File: src/hdl/slc_pkg.sv
package slc_pkg;
   // base-2 log format and fixed-point alignment points
   localparam int LOG_FRAC  = 58;
   localparam int MANT_FRAC = 62;
   localparam int EXP_BITS  = 6;
   localparam int T_FRAC    = 32;
   localparam int ACC_FRAC  = 68;
   // ln 2 with 36 fraction bits
   localparam int LN2_BITS  = 36;
   localparam logic [LN2_BITS-1:0] LN2_Q = 36'hB17217F7D;
   // scaled sum is carried in this many bits before the ln 2 product
   localparam int TX_BITS   = 96;
   localparam int ACC_BITS  = 134;
   // log unit depth: find msb, normalize, two stages per squaring
   localparam int LOG_LAT   = 2 + 2 * LOG_FRAC;
endpackage

File: src/hdl/slc_final.sv
module slc_final import slc_pkg::*; #(
   parameter int CB = 40,
   parameter int FB = 16
) (
   input  logic                clock,
   input  logic                adv,
   input  logic signed [CB+66:0] t_in,
   input  logic [CB-1:0]       nst_in,
   input  logic                len_zero_in,
   output logic [63:0]         cost_out,
   output logic                sat_out
);
   localparam int SHT = LOG_FRAC - T_FRAC;
   localparam int S   = ACC_FRAC - FB;

   logic signed [TX_BITS-1:0]    tx;
   logic [LN2_BITS+31:0]         p0_ff, p1_ff;
   logic signed [LN2_BITS+32:0]  p2_ff;
   logic [CB-1:0]                nst1_ff;
   logic                         lz1_ff, lz2_ff;
   logic signed [ACC_BITS-1:0]   acc_ff, acc_in, q;
   logic [63:0]                  cost_ff;
   logic                         sat_ff;

   // floor to 32 fraction bits
   assign tx = TX_BITS'(t_in >>> SHT);

   // partial products with ln 2
   always_ff @(posedge clock) begin
      if (adv) begin
         p0_ff   <= tx[31:0] * LN2_Q;
         p1_ff   <= tx[63:32] * LN2_Q;
         p2_ff   <= $signed(tx[95:64]) * $signed({1'b0, LN2_Q});
         nst1_ff <= nst_in;
         lz1_ff  <= len_zero_in;
      end
   end

   // combine, add N and the rounding half
   always_comb begin
      acc_in = (ACC_BITS'(p2_ff) <<< 64)
             + $signed(ACC_BITS'({p1_ff, 32'd0}))
             + $signed(ACC_BITS'(p0_ff))
             + $signed(ACC_BITS'({nst1_ff, 68'd0}))
             + $signed(ACC_BITS'(1) << (S - 1));
   end

   always_ff @(posedge clock) begin
      if (adv) begin
         acc_ff <= acc_in;
         lz2_ff <= lz1_ff;
      end
   end

   // scale to output format and clip
   assign q = acc_ff >>> S;

   always_ff @(posedge clock) begin
      if (adv) begin
         if (lz2_ff) begin
            cost_ff <= '0;
            sat_ff  <= 1'b0;
         end else if ((&q[ACC_BITS-1:63]) || !(|q[ACC_BITS-1:63])) begin
            cost_ff <= q[63:0];
            sat_ff  <= 1'b0;
         end else begin
            cost_ff <= q[ACC_BITS-1] ? 64'h8000000000000000 : 64'h7FFFFFFFFFFFFFFF;
            sat_ff  <= 1'b1;
         end
      end
   end

   assign cost_out = cost_ff;
   assign sat_out  = sat_ff;
endmodule

File: config.mk
export PLATFORM = sky130hd
export DESIGN_NAME = slc_final
export DESIGN_NICKNAME = d
export VERILOG_FILES = /design/src/hdl/slc_pkg.sv /design/src/hdl/slc_final.sv
export SDC_FILE = /design/constraint.sdc
export NUM_CORES = 2
export LEC_CHECK = 0
export BUFFER_PORTS_ARGS = -buffer_cell sky130_fd_sc_hd__buf_2
export CAP_MARGIN = 20
export CORE_AREA = 2 2 333 335
export CTS_BUF_LIST = sky130_fd_sc_hd__clkbuf_2 sky130_fd_sc_hd__clkbuf_4 sky130_fd_sc_hd__clkbuf_8
export CTS_CLUSTER_SIZE = 20
export DETAILED_ROUTE_END_ITERATION = 16
export DIE_AREA = 0 0 335 337
export PLACE_DENSITY = 0.92
export SETUP_SLACK_MARGIN = 0.4
export SYNTH_ARGS = -nofsm -noshare
export SYNTH_HDL_FRONTEND = slang
export SYNTH_SLANG_ARGS = --single-unit
File: constraint.sdc
create_clock -name clock -period 7.4 [get_ports clock]
set_clock_uncertainty 0.1 [all_clocks]
set_input_delay 0.37 -clock clock [delete_from_list [all_inputs] [get_ports clock]]
set_output_delay 0.37 -clock clock [all_outputs]
set_load 0.01 [all_outputs]
==> summary.txt <==
Status
  • Status: finished, final reports clean

Floorplanning
  • DIE AREA: 113000 sq um
  • Die width: 335 um
  • Starting Density: 59.4%
  • Die Y: 337 um
  • Core Area: 110000 sq um
  • I/O pin count: 215
  • Cell row count: 122

Critical path
  • Worst setup EP type: register
  • CP top delay family: adder cells
  • Setup slack, reg-to-reg: 610 ps
  • Worst EP arrival: 7620 ps
  • Largest stage delay on the critical path: 600 ps
  • CP max stage cell: fa_2
  • WP buf/inv: 7
  • Startpoint types: input pin
  • Crit path max fanout: 3
  • R2R depth: 26
  • RR Startpoint: p2_ff[0]
  • Critical path class: in2reg
  • Top cell by count, worst path: fa_1
  • FF-to-FF End: acc_ff[117]
  • Req. time, crit path: 7670 ps

Cells and area
  • Filler cells: 7898
  • Fin area: 75400 sq um
  • Share of cells above drive strength 1: 17.2%
  • Layout area overhead: 15.7%
  • Nets@finish: 9437

STA
  • Least-Margin Pin Slew: 981 ps
  • Slew HR: 34.6%
  • Setup TNS: 0 ps
  • Final period util: 99.3%
  • Max Fclk: 0.136 GHz
  • Clock period minus worst slack: 7350 ps
  • RSZ-0062 raised after global routing: yes
  • Final worst slack: 48.4 ps
  • Fin. Hold Viols: 0
  • WHS: 99.9 ps
  • Final max-slew violation count: 0
  • Setup violations, final: 0

Detailed routing
  • Metal-1 WL: 78.8 mm
  • Via Count: 48.7k
  • # DRC: 0
  • Iteration count of the initial detailed-routing pass: 9
  • Routed wl met3: 18.9 mm
  • Routed vias/inst: 5.76
  • Final wirelength: 197 mm
  • Met2 Wirelength: 89.7 mm
  • Iteration-0 DRC Markers: 4821
  • Routed Antenna Nets: 0
  • WL per Instance: 23.2 um
  • Top Layer Used: met5

Placed design
  • I/O Buffers: 188
  • Area after DPL: 72600 sq um
  • Pre-CTS setup slack: -758 ps
  • Final Wtd Congestion: 1.07
  • Hpwl dp: 171 mm

Global route
  • Pin count of the biggest net entering global routing: 169
  • Number of global-route vias before repair: 51.7k
  • First-pass GRT wire length: 299 mm
  • Initial antenna violation count: 11
  • Total global-route track usage: 35.2%
  • Grt ovf: 0

Yosys
  • Post-synth ARST share: 0%
  • Main synth FF type: edfxtp_1
  • Seq cells post-synth: 347
  • Syn Nets: 8543
  • Ys Warns: 0
  • Post-synth EDFFs: 347
  • Avg Cell Area, Syn: 10.7 sq um
  • Cell Area, Synth: 65100 sq um
  • Post-synthesis cell type count: 76
  • Sequential area share after synthesis: 16.0%
  • Post-Synthesis Cells: 6095

Hold path
  • Worst min path class: in2reg
  • Hold Path Sink: nst1_ff[36]
  • Worst hold path depth: 1
  • Worst Min Path Start: adv

Clocking
  • Sink Count: 347
  • CTS Buffer Depth: 3
  • Clk_lat worst skew: 680 ps
  • Clk root buf: clkbuf_8
  • Max H-tree Level: 2
  • Clk slew on worst S/H paths: 70 ps
  • TritonCTS clock tree: done
  • CTS buffer count: 52

Run
  • Maximum capacitance violations: 0
placed cells by master (no fill, tap or decap), types with 15 or more instances in the layout:
cell           netlist  layout
o21ai_0            119     106
o21bai_1            45      43
o211ai_1            15      15
nor3_1              21      21
nand2_1            131     123
a21oi_2              2      25
o21a_1              26      25
clkbuf_8             0      53
nor2b_1             35      35
nand3_1             63      63
ha_1              1152    1129
nand4_1             52      52
a211oi_1            26      21
a21o_1             165     165
and3_1              37      36
inv_2                0      34
ha_4                 0      20
dlygate4sd3_1        0      42
nand2b_1            37      37
buf_6                0      23
a31oi_1             20      18
inv_1             1607    1567
nor2_1             189     181
fa_2                 0      64
edfxtp_1           347     347
a21boi_0            23      23
a21oi_1            322     299
fa_1              1146    1082
buf_2                5     179
xnor2_1            165     162
xor2_1              97      95
buf_4                0     660
routing by layer:
metal / up-vias / track usage (%)
met5: - / 0
met3: 565 / 6.79
met1: 24200 / 48.1
met2: 2498 / 56.5
li1: 21400 / -
met4: 6 / 12.5
through the flow:
step / util [%] / cells
detailed placement: 66.3 / 8259
floorplan: - / 6095
global placement: 66.3 / 8259
global route: 68.8 / 8456
CTS: 68.0 / 8418
finish: 68.8 / 8458
Yosys cell counts, types with 5 or more instances:
cell | number | area, sq um
a211o_1 | 5 | 43.8
a211oi_1 | 26 | 195
a21boi_0 | 23 | 173
a21o_1 | 165 | 1240
a21oi_1 | 322 | 1610
a221oi_1 | 6 | 52.6
a31o_2 | 7 | 61.3
a31oi_1 | 20 | 125
a41oi_1 | 6 | 52.6
and2_1 | 16 | 100
and3_1 | 37 | 231
and4_1 | 8 | 70.1
buf_2 | 5 | 25.0
clkbuf_1 | 63 | 236
edfxtp_1 | 347 | 10400
fa_1 | 1146 | 22900
ha_1 | 1152 | 14400
inv_1 | 1607 | 6030
nand2_1 | 131 | 492
nand2b_1 | 37 | 231
nand3_1 | 63 | 315
nand4_1 | 52 | 325
nor2_1 | 189 | 709
nor2b_1 | 35 | 219
nor3_1 | 21 | 105
nor4_1 | 11 | 68.8
o2111ai_1 | 6 | 52.6
o211ai_1 | 15 | 113
o21a_1 | 26 | 195
o21ai_0 | 119 | 596
o21ai_1 | 5 | 25.0
o21bai_1 | 45 | 338
o221ai_1 | 9 | 78.8
o22ai_1 | 8 | 50.1
o31ai_1 | 10 | 75.1
or2_2 | 9 | 56.3
or3_1 | 8 | 50.1
xnor2_1 | 165 | 1450
xor2_1 | 97 | 850
flip-flops by register name, summed over array words and instances (netlist names), 36 cells and up:
register / count
acc_ff: 82
p1_ff: 68
cost_out: 64
p2_ff: 54
nst1_ff: 40
p0_ff: 36
kinds of logic after synthesis:
kind of cell | count (synthesis) | share of synthesized area (%)
buffers and inverters | 1680 | 9.70
AO/OA/AOI/OAI | 879 | 8.66
AND/OR/NAND/NOR | 628 | 4.72
multiplexers | 1 | 0.0154
flip-flops | 347 | 16.0
adder cells (fa/ha/maj) | 2298 | 57.4
XOR/XNOR | 262 | 3.52
layout make-up:
cell class	count	area, sq um	area share, %
sequential	347	10400	13.8
tap	1426	1780	2.37
antenna	3	7.51	0.00996
timing repair buffer	912	6680	8.86
clock buffer	59	774	1.03
multi-input combinational	4069	49400	65.5
inverter	1607	6050	8.03
clock inverter	35	282	0.374
worst max-delay path by stage:
stage / from / to / slack, ps / depth (start not counted)
final: t_in[50] / p0_ff[67] / 50 / 28
after global routing: t_in[40] / p0_ff[67] / -120 / 30
after CTS: t_in[40] / p0_ff[64] / 160 / 27
after detailed placement: t_in[42] / p0_ff[67] / -760 / 28
after global placement: t_in[42] / p0_ff[64] / -590 / 28
after floorplan: t_in[65] / p1_ff[67] / -40 / 28
repair_timing:
action,in CTS,in global routing
buffers inserted,23,36
hold buffers,42,0
resized for setup,57,126
cloned,0,1
pin swaps,79,95
endpoints found under the setup margin,53,72
hold endpoints to repair,42,0
Power is left out: the tool's default activity adds up to more than one toggle a clock period on the data nets, which glitch-free logic cannot reach.
